[config.mk]
export PLATFORM = sky130hd
export DESIGN_NAME = task_queue_fifo_sjf_ljf_flat
export DESIGN_NICKNAME = d
export VERILOG_FILES = /design/src/hw/rtl/tqsched_pkg.sv /design/src/hw/rtl/tqsched_req_if.sv /design/src/hw/rtl/tqsched_rsp_if.sv /design/src/hw/rtl/task_queue_fifo_sjf_ljf.sv /design/src/flat_wrapper.sv
export VERILOG_INCLUDE_DIRS = /design/src /design/src/hw/rtl
export SDC_FILE = /design/constraint.sdc
export NUM_CORES = 1
export LEC_CHECK = 0
export BUFFER_PORTS_ARGS = -buffer_cell sky130_fd_sc_hd__buf_2
export CORE_MARGIN = 1
export CORE_UTILIZATION = 34
export DETAILED_ROUTE_END_ITERATION = 6
export GPL_TIMING_DRIVEN = 0
export PLACE_DENSITY = 0.48
export SLEW_MARGIN = 20
export SYNTH_ARGS = -nofsm -noshare
export SYNTH_HDL_FRONTEND = slang
export SYNTH_SLANG_ARGS = --single-unit
[constraint.sdc]
create_clock -name clock -period 4.75 [get_ports clock]
set_clock_uncertainty 0.05 [all_clocks]
set_input_delay 0.2375 -clock clock [delete_from_list [all_inputs] [get_ports clock]]
set_output_delay 0.2375 -clock clock [all_outputs]
set_load 0.005 [all_outputs]
[src/hw/rtl/task_queue_fifo_sjf_ljf_defines.svh]
// assertion helpers shared by the rtl
`ifndef TASK_QUEUE_FIFO_SJF_LJF_DEFINES_SVH
`define TASK_QUEUE_FIFO_SJF_LJF_DEFINES_SVH

// checked on every clock edge outside reset
`define TQ_ASSERT(label, prop, msg) \
   label: assert property (@(posedge clock) disable iff (reset) prop) else $error(msg);

// checked on every clock edge, reset included
`define TQ_ASSERT_ALWAYS(label, prop, msg) \
   label: assert property (@(posedge clock) prop) else $error(msg);

`endif

[src/hw/rtl/tqsched_pkg.sv]
package tqsched_pkg;

   // default number of task slots
   localparam int QUEUE_DEPTH_DEF = 16;

   // payload widths
   localparam int ID_W   = 8;
   localparam int PRIO_W = 8;
   localparam int TIME_W = 16;
   localparam int OCC_W  = 5;
   localparam int STAT_W = 2;
   localparam int POL_W  = 2;

   // request kinds
   localparam logic FUNC_ENQ = 1'b0;
   localparam logic FUNC_DEQ = 1'b1;

   // dequeue policy codes, the unused code behaves as oldest first
   localparam logic [POL_W-1:0] POL_OLDEST   = 2'd0;
   localparam logic [POL_W-1:0] POL_SHORTEST = 2'd1;
   localparam logic [POL_W-1:0] POL_LONGEST  = 2'd2;

   // response status codes
   typedef enum logic [STAT_W-1:0] {
      ST_OK    = 2'd0,
      ST_EMPTY = 2'd1,
      ST_FULL  = 2'd2
   } status_type;

   // one stored task
   typedef struct packed {
      logic [ID_W-1:0]   id;
      logic [PRIO_W-1:0] prio;
      logic [TIME_W-1:0] runtime;
   } task_type;

endpackage

[src/hw/rtl/tqsched_req_if.sv]
// request channel: enqueue or dequeue beats
interface tqsched_req_if import tqsched_pkg::*; ();
   logic              valid;
   logic              ready;
   logic              func;
   logic [ID_W-1:0]   task_id;
   logic [PRIO_W-1:0] task_priority;
   logic [TIME_W-1:0] task_time;

   modport source (output valid, output func, output task_id, output task_priority,
                   output task_time, input ready);
   modport sink   (input valid, input func, input task_id, input task_priority,
                   input task_time, output ready);
endinterface

[src/hw/rtl/tqsched_rsp_if.sv]
// response channel: one beat per request
interface tqsched_rsp_if import tqsched_pkg::*; ();
   logic              valid;
   logic              ready;
   logic [STAT_W-1:0] status;
   logic [ID_W-1:0]   out_id;
   logic [PRIO_W-1:0] out_priority;
   logic [TIME_W-1:0] out_time;
   logic [OCC_W-1:0]  occupancy;

   modport source (output valid, output status, output out_id, output out_priority,
                   output out_time, output occupancy, input ready);
   modport sink   (input valid, input status, input out_id, input out_priority,
                   input out_time, input occupancy, output ready);
endinterface

[src/hw/rtl/task_queue_fifo_sjf_ljf.sv]
// enqueue: the beat goes to S_DONE, which loads the response when the output register is free
// time-ordered dequeue of n held tasks: a scan of all n slots, one entry per cycle, then
//   the compaction sweep of the slots above the removed slot, then S_DONE loads the response
// oldest-first dequeue reads slot 0 only, then sweeps n-1 entries down
// next request taken in the same cycle the response goes valid; a full output register holds it off
// synchronous active-high reset empties the queue and selects oldest first
`include "task_queue_fifo_sjf_ljf_defines.svh"

module task_queue_fifo_sjf_ljf import tqsched_pkg::*; #(
   parameter int QUEUE_DEPTH = QUEUE_DEPTH_DEF
) (
   input  logic             clock,
   input  logic             reset,
   input  logic             csr_we,
   input  logic [POL_W-1:0] csr_wdata,
   tqsched_req_if.sink      req,
   tqsched_rsp_if.source    rsp
);

   localparam int IDX_W = $clog2(QUEUE_DEPTH);
   localparam int CNT_W = $clog2(QUEUE_DEPTH + 1);

   typedef enum logic [2:0] {
      S_IDLE,
      S_SCAN,
      S_SCAN_END,
      S_SHIFT,
      S_SHIFT_END,
      S_DONE
   } state_type;

   // control and result registers
   state_type         state_ff, state_in;
   logic [CNT_W-1:0]  fill_ff, fill_in;
   logic [POL_W-1:0]  policy_ff, policy_in;
   logic [IDX_W-1:0]  addr_ff, addr_in;
   logic [IDX_W-1:0]  last_ff, last_in;
   logic [IDX_W-1:0]  cmp_idx_ff, cmp_idx_in;
   logic              data_vld_ff, data_vld_in;
   task_type          best_ff, best_in;
   logic [IDX_W-1:0]  best_idx_ff, best_idx_in;
   status_type        pend_status_ff, pend_status_in;
   logic              pend_func_ff, pend_func_in;
   logic              rsp_valid_ff, rsp_valid_in;
   status_type        rsp_status_ff, rsp_status_in;
   task_type          rsp_task_ff, rsp_task_in;
   logic [OCC_W-1:0]  rsp_occ_ff, rsp_occ_in;

   // task store
   task_type          mem [QUEUE_DEPTH];
   task_type          rd_data_ff;
   logic              wr_en;
   logic [IDX_W-1:0]  wr_addr;
   task_type          wr_data;

   logic              accept;
   logic              full;
   logic              issuing;
   logic              scanning;
   logic              shifting;
   logic              by_time;
   logic [TIME_W-1:0] cmp_a;
   logic [TIME_W-1:0] cmp_b;
   logic              better;
   logic              take;
   logic [IDX_W-1:0]  last_slot;

   assign req.ready = (state_ff == S_IDLE);
   assign accept    = req.valid && req.ready;
   assign full      = (fill_ff == CNT_W'(QUEUE_DEPTH));
   assign issuing   = state_ff inside {S_SCAN, S_SHIFT};
   assign scanning  = state_ff inside {S_SCAN, S_SCAN_END};
   assign shifting  = state_ff inside {S_SHIFT, S_SHIFT_END};
   assign by_time   = policy_ff inside {POL_SHORTEST, POL_LONGEST};
   assign last_slot = IDX_W'(fill_ff - 1'b1);

   // memory write port: enqueue at the request beat, else compaction
   always_comb begin
      wr_en   = 1'b0;
      wr_addr = IDX_W'(fill_ff);
      wr_data = rd_data_ff;
      if (accept && req.func == FUNC_ENQ && !full) begin
         wr_en   = 1'b1;
         wr_data = '{id: req.task_id, prio: req.task_priority, runtime: req.task_time};
      end else if (shifting && data_vld_ff) begin
         wr_en   = 1'b1;
         wr_addr = IDX_W'(cmp_idx_ff - 1'b1);
      end
   end

   // memory with registered read
   always_ff @(posedge clock) begin
      if (wr_en) begin
         mem[wr_addr] <= wr_data;
      end
      rd_data_ff <= mem[addr_ff];
   end

   // shared comparator, operands swapped for longest first
   always_comb begin
      if (policy_ff == POL_LONGEST) begin
         cmp_a = best_ff.runtime;
         cmp_b = rd_data_ff.runtime;
      end else begin
         cmp_a = rd_data_ff.runtime;
         cmp_b = best_ff.runtime;
      end
      better = (cmp_a < cmp_b);
      take   = scanning && data_vld_ff && ((cmp_idx_ff == '0) || better);
   end

   // sequencer
   always_comb begin
      state_in       = state_ff;
      fill_in        = fill_ff;
      policy_in      = csr_we ? csr_wdata : policy_ff;
      addr_in        = addr_ff;
      last_in        = last_ff;
      cmp_idx_in     = addr_ff;
      data_vld_in    = issuing;
      best_in        = take ? rd_data_ff : best_ff;
      best_idx_in    = take ? cmp_idx_ff : best_idx_ff;
      pend_status_in = pend_status_ff;
      pend_func_in   = pend_func_ff;
      rsp_valid_in   = rsp_valid_ff && !rsp.ready;
      rsp_status_in  = rsp_status_ff;
      rsp_task_in    = rsp_task_ff;
      rsp_occ_in     = rsp_occ_ff;

      case (state_ff)
         S_IDLE: begin
            if (accept) begin
               pend_func_in = req.func;
               if (req.func == FUNC_ENQ) begin
                  pend_status_in = full ? ST_FULL : ST_OK;
                  state_in       = S_DONE;
               end else if (fill_ff == '0) begin
                  pend_status_in = ST_EMPTY;
                  state_in       = S_DONE;
               end else begin
                  pend_status_in = ST_OK;
                  addr_in        = '0;
                  last_in        = by_time ? last_slot : '0;
                  state_in       = S_SCAN;
               end
            end
         end
         S_SCAN: begin
            if (addr_ff == last_ff) begin
               state_in = S_SCAN_END;
            end else begin
               addr_in = IDX_W'(addr_ff + 1'b1);
            end
         end
         S_SCAN_END: begin
            // winner known now, compact the slots above it
            if (best_idx_in == last_slot) begin
               state_in = S_DONE;
            end else begin
               addr_in  = IDX_W'(best_idx_in + 1'b1);
               last_in  = last_slot;
               state_in = S_SHIFT;
            end
         end
         S_SHIFT: begin
            if (addr_ff == last_ff) begin
               state_in = S_SHIFT_END;
            end else begin
               addr_in = IDX_W'(addr_ff + 1'b1);
            end
         end
         S_SHIFT_END: begin
            state_in = S_DONE;
         end
         S_DONE: begin
            if (!rsp_valid_ff || rsp.ready) begin
               if (pend_status_ff == ST_OK) begin
                  fill_in = (pend_func_ff == FUNC_ENQ) ? CNT_W'(fill_ff + 1'b1)
                                                       : CNT_W'(fill_ff - 1'b1);
               end
               rsp_valid_in  = 1'b1;
               rsp_status_in = pend_status_ff;
               rsp_task_in   = (pend_func_ff == FUNC_DEQ && pend_status_ff == ST_OK)
                               ? best_ff : '0;
               rsp_occ_in    = OCC_W'(fill_in);
               state_in      = S_IDLE;
            end
         end
         default: begin
            state_in = S_IDLE;
         end
      endcase
   end

   // state and registered outputs
   always_ff @(posedge clock) begin
      if (reset) begin
         state_ff     <= S_IDLE;
         fill_ff      <= '0;
         policy_ff    <= POL_OLDEST;
         data_vld_ff  <= 1'b0;
         rsp_valid_ff <= 1'b0;
      end else begin
         state_ff     <= state_in;
         fill_ff      <= fill_in;
         policy_ff    <= policy_in;
         data_vld_ff  <= data_vld_in;
         rsp_valid_ff <= rsp_valid_in;
      end
      addr_ff        <= addr_in;
      last_ff        <= last_in;
      cmp_idx_ff     <= cmp_idx_in;
      best_ff        <= best_in;
      best_idx_ff    <= best_idx_in;
      pend_status_ff <= pend_status_in;
      pend_func_ff   <= pend_func_in;
      rsp_status_ff  <= rsp_status_in;
      rsp_task_ff    <= rsp_task_in;
      rsp_occ_ff     <= rsp_occ_in;
   end

   assign rsp.valid        = rsp_valid_ff;
   assign rsp.status       = rsp_status_ff;
   assign rsp.out_id       = rsp_task_ff.id;
   assign rsp.out_priority = rsp_task_ff.prio;
   assign rsp.out_time     = rsp_task_ff.runtime;
   assign rsp.occupancy    = rsp_occ_ff;

   // checks
   `TQ_ASSERT_ALWAYS(a_reset_empties, reset |=> (fill_ff == '0 && !rsp.valid), "queue not empty after reset")
   `TQ_ASSERT(a_fill_bound, fill_ff <= CNT_W'(QUEUE_DEPTH), "fill count beyond depth")
   `TQ_ASSERT(a_write_in_range, wr_en |-> (CNT_W'(wr_addr) <= fill_ff), "write above held tasks")
   `TQ_ASSERT(a_busy_after_beat, accept |=> !req.ready, "request taken while busy")
   `TQ_ASSERT(a_shift_in_range, shifting |-> (fill_ff != '0), "compaction on empty queue")

endmodule
[src/flat_wrapper.sv]
// flat-port wrapper written by rule: the top's interface ports become plain ports
module task_queue_fifo_sjf_ljf_flat import tqsched_pkg::*;
#(
   parameter int QUEUE_DEPTH = QUEUE_DEPTH_DEF
)
  (clock, reset, csr_we, csr_wdata, req_valid, req_func, req_task_id, req_task_priority, req_task_time, req_ready, rsp_valid, rsp_status, rsp_out_id, rsp_out_priority, rsp_out_time, rsp_occupancy, rsp_ready);
  tqsched_req_if req_i ();
  tqsched_rsp_if rsp_i ();
  input  logic clock;
  input  logic reset;
  input  logic csr_we;
  input  logic [POL_W-1:0] csr_wdata;
  input wire logic [$bits(req_i.valid)-1:0] req_valid;
  input wire logic [$bits(req_i.func)-1:0] req_func;
  input wire logic [$bits(req_i.task_id)-1:0] req_task_id;
  input wire logic [$bits(req_i.task_priority)-1:0] req_task_priority;
  input wire logic [$bits(req_i.task_time)-1:0] req_task_time;
  output wire logic [$bits(req_i.ready)-1:0] req_ready;
  output wire logic [$bits(rsp_i.valid)-1:0] rsp_valid;
  output wire logic [$bits(rsp_i.status)-1:0] rsp_status;
  output wire logic [$bits(rsp_i.out_id)-1:0] rsp_out_id;
  output wire logic [$bits(rsp_i.out_priority)-1:0] rsp_out_priority;
  output wire logic [$bits(rsp_i.out_time)-1:0] rsp_out_time;
  output wire logic [$bits(rsp_i.occupancy)-1:0] rsp_occupancy;
  input wire logic [$bits(rsp_i.ready)-1:0] rsp_ready;
  assign req_i.valid = req_valid;
  assign req_i.func = req_func;
  assign req_i.task_id = req_task_id;
  assign req_i.task_priority = req_task_priority;
  assign req_i.task_time = req_task_time;
  assign req_ready = req_i.ready;
  assign rsp_valid = rsp_i.valid;
  assign rsp_status = rsp_i.status;
  assign rsp_out_id = rsp_i.out_id;
  assign rsp_out_priority = rsp_i.out_priority;
  assign rsp_out_time = rsp_i.out_time;
  assign rsp_occupancy = rsp_i.occupancy;
  assign rsp_i.ready = rsp_ready;
  task_queue_fifo_sjf_ljf #(.QUEUE_DEPTH(QUEUE_DEPTH)) u_core (.clock(clock), .reset(reset), .csr_we(csr_we), .csr_wdata(csr_wdata), .req(req_i), .rsp(rsp_i));
endmodule
==> key figures <==
Drt
  • First drt pass iteration count: 7
  • Post-DRT Antenna Nets: 0
  • DR WL/cell: around 26 um
  • DR iter-0 viols: around 1300
  • Final WL: between 60000 and 70000 um
  • Vias per cell: about 5.2
  • # DRC: 8
  • Routed vias: between 10000 and 15000

Worst setup path
  • R2R depth: 8
  • Worst reg-to-reg setup slack: 0.27 ns
  • Delay-heaviest family, CP: buffers and inverters
  • Top cell by count, worst path: buf_16
  • Setup crit start kind: register
  • Critical-path cell list: clkinv_1 -> ha_1 -> a311oi_2 -> clkdlybuf4s15_1 -> a22oi_1 -> nor2_4 -> buf_16 -> buf_16
  • WP buf/inv: 4
  • Worst flop-to-flop path endpoint: u_core.mem[4][18]
  • Required time worst endpoint: between 5 and 6 ns
  • Max incr delay on CP: roughly 0.84 ns
  • CP Capture Type: register
  • CP Data Arrival Time: 4.75 ns
  • WS Path Type: reg2reg
  • Worst Path Max Fanout: 14
  • CP startpoint: u_core.fill_ff[0]
  • Slowest-stage cell, CP: clkdlybuf4s15_1
  • Worst flop-to-flop path startpoint: u_core.fill_ff[0]

Yosys
  • Seq/Total Area, Yosys: 74.75%
  • Async SR Flop Fraction: 0%
  • Synth Area in XOR/XNOR: between 1 and 1.5%
  • Cell Area, Synth: about 25000 sq um
  • Synth cell types: 70
  • Mux contribution to synthesized area: about 16%
  • Synthesis-stage register bit count: between 600 and 700
  • Top FF cell, synth: edfxtp_1
  • Compound-Gate Fraction of Synth Area: between 2 and 2.5%
  • Post-synth EDFFs: about 590
  • Post-synthesis instance total: ~1200
  • Main combinational cell family by area after synthesis: multiplexers
  • Mapped Avg Cell Area: between 20 and 25 sq um
  • Adder-Cell Fraction of Synth Area: 0.8026%
  • Syn Nets: about 1300
  • Post-Synth Simple-Gate Area: under 10%
  • Number of synthesis warnings: 0

Clocking
  • # Post-CTS Setup Buffers: 0
  • Max clock buf depth: 3
  • TritonCTS buffer count: 73
  • Sink Count: 646
  • TritonCTS clock tree: built
  • H-tree depth: 3
  • Clock Root Buffer: clkbuf_16
  • Clock latency on the worst-skew pair: a little over 0.6 ns
  • Clock slew at reported path FFs: 0.05 ns

Final layout
  • N_diodes: 0
  • Filler Cell Count: approximately 6500
  • Layout cells sized above 1: between 30% and 40%
  • Layout Nets: approximately 1500
  • Syn-to-layout area delta: 20.46%
  • Non-Filler Instances: approximately 2500

Power
  • Power per cell area: 500.2 nW/um^2
  • LEAKAGE: roughly 10 nW
  • IR drop worst, VDD: 0.2759 mV

GRT
  • GRT Util Overall: 17.60%
  • Largest net degree at the start of global routing: 27
  • Initial antenna violation count: 2
  • First-pass GRT wire length: a little over 90000 um
  • Total global routing overflow: 0
  • Vias in the first global route: ~13000

Worst hold path
  • Hold depth: 4
  • Worst min path class: in2reg
  • Worst Hold End: u_core.state_ff[0]
  • Min-delay src: req_valid

Placement
  • Setup WS pre-CTS: just under 0.2 ns
  • PortBufs: 80
  • Cells after DPL: 2319
  • Routability Congestion: 0.7625
  • Final HPWL DP: ~43000 um

Floorplanning
  • IO Count: 81
  • DIE WIDTH: 274.5 um
  • Cell Rows: 99
  • Starting Density: 34.50%
  • Die ar.: approximately 75000 sq um
  • Die height: around 270 um
  • Core Footprint: about 73000 sq um

Run status
  • Failing checks: design-rule violations
  • Status: complete, but fails checks

Timing
  • Endpoints failing setup: 0
  • Fmax: ~0.22 GHz
  • Worst Tran Pin Value: between 1 and 1.5 ns
  • Final slew viol count: 0
  • Slew Limit Headroom: 26.43%
  • Endpoints failing hold: 0
  • Post-Route Setup TNS: 0 ns
  • Final period utilization: between 90% and 100%
  • Period minus WS final: between 4 and 5 ns
  • Final worst slack: 0.2660 ns
  • Hold WS: about 0.041 ns
  • RSZ-0062 raised after global routing: false

Flow run
  • Max Cap Violations: 0
tightest hold or removal path, cell delays in order:
cell and delay (ns):
buf_2 0.12, nor2_1 0.08, a221o_1 0.17, a21oi_1 0.04
area by class of cell:
type	count	area, sq um	share of cell area, %
sequential	646	18880	62.05
multi-input combinational	511	6202	20.39
clock buffer	98	2024	6.655
timing repair buffer	129	1453	4.775
tap	959	1200	3.944
clock inverter	38	324.1	1.065
buffer	57	246.5	0.8102
inverter	25	93.84	0.3085
stage by stage:
step | util [%] | area, sq um | power [mW]
floorplan | - | 25250 | 8.896
global placement | 36.68 | 26850 | 9.724
detailed placement | 38.23 | 27990 | 9.867
CTS | 41.55 | 30420 | 15.39
global route | 41.56 | 30420 | 15.79
finish | 41.56 | 30420 | 15.22
state kept, by name (all words and copies together), names as in the netlist, 2 cells and up:
register / flops
u_core.mem: 512
u_core.best_ff: 32
u_core.rd_data_ff: 32
u_core.rsp.out_time: 16
u_core.rsp.out_id: 8
u_core.rsp.out_priority: 8
u_core.fill_ff: 5
u_core.rsp.occupancy: 5
u_core.addr_ff: 4
u_core.best_idx_ff: 4
u_core.cmp_idx_ff: 4
u_core.last_ff: 4
u_core.state_ff: 3
u_core.pend_status_ff: 2
u_core.policy_ff: 2
u_core.rsp.status: 2
worst max path at each step:
stage          cells after the start            endpoint  slack, ns
4_1_cts                            8   u_core.mem[4][14]       0.20
6_report                           8   u_core.mem[4][18]       0.27
3_3_place_gp                       6  u_core.mem[12][22]      -2.96
5_1_grt                            8   u_core.mem[4][14]       0.01
2_1_floorplan                     14   u_core.addr_ff[2]       0.68
3_5_place_dp                       8   u_core.mem[4][12]       0.20
repair_timing:
| action | CTS | global route |
|---|---|---|
| gates resized for setup | 0 | 2 |
| hold buffers | 8 | 0 |
| endpoints found under the hold margin | 8 | 0 |
| setup endpoints to repair | 0 | 14 |
cells in the mapped netlist, drive strengths merged (5+ instances only):
cell | number | area share (%)
edfxtp | 594 | 71
mux4 | 160 | 14
nor2 | 53 | 0.79
dfxtp | 52 | 4.1
clkbuf | 43 | 0.64
and3 | 35 | 0.89
nand2 | 34 | 0.51
mux2 | 26 | 1.2
inv | 24 | 0.36
xor2 | 18 | 0.62
nor2b | 15 | 0.37
a21oi | 14 | 0.28
buf | 14 | 0.24
o21ai | 14 | 0.31
nand2b | 13 | 0.32
xnor2 | 12 | 0.42
nand3 | 11 | 0.24
maj3 | 10 | 0.41
nor3 | 10 | 0.20
mux2i | 9 | 0.36
ha | 8 | 0.40
a31oi | 5 | 0.12
and2 | 5 | 0.13
layer usage:
layer / vias up / GRT usage [%] / part of all wire (%)
li1: 5491 / - / -
met1: 6862 / 24.59 / 44
met2: 375 / 28.35 / 48
met3: 85 / 3.500 / 5.8
met4: 0 / 4.108 / 1.7
met5: - / 0 / 0
cell families after synthesis:
| logic type | Yosys count |
|---|---|
| xor+xnor | 30 |
| compound gates | 72 |
| simple gates | 196 |
| buf+inv | 82 |
| mux | 195 |
| flops | 646 |
| fa+ha+maj | 18 |
power by group:
| group | internal, mW | switching, mW |
|---|---|---|
| combinational | 0.991 | 1.51 |
| clock | 3.19 | 2.31 |
| sequential | 7.02 | 0.204 |
| total | 11.2 | 4.02 |
cells in the final DEF, fill, tap and decap left out, types with 10 or more instances in the layout:
cell type  count
and3_1        34
a21oi_1       14
inv_1         24
mux4_2       160
nand2b_1      13
nand2_1       34
nand3_1       10
mux2_2        26
buf_2         90
buf_16        28
clkinv_2      16
clkbuf_1      55
edfxtp_1     594
nor2b_1       15
nor2_1        36
nor3_1        10
xor2_1        18
xnor2_1       12
clkbuf_16     76
dfxtp_1       52
nor2_4        17
Note: power is estimated with default switching activity, not from simulation.
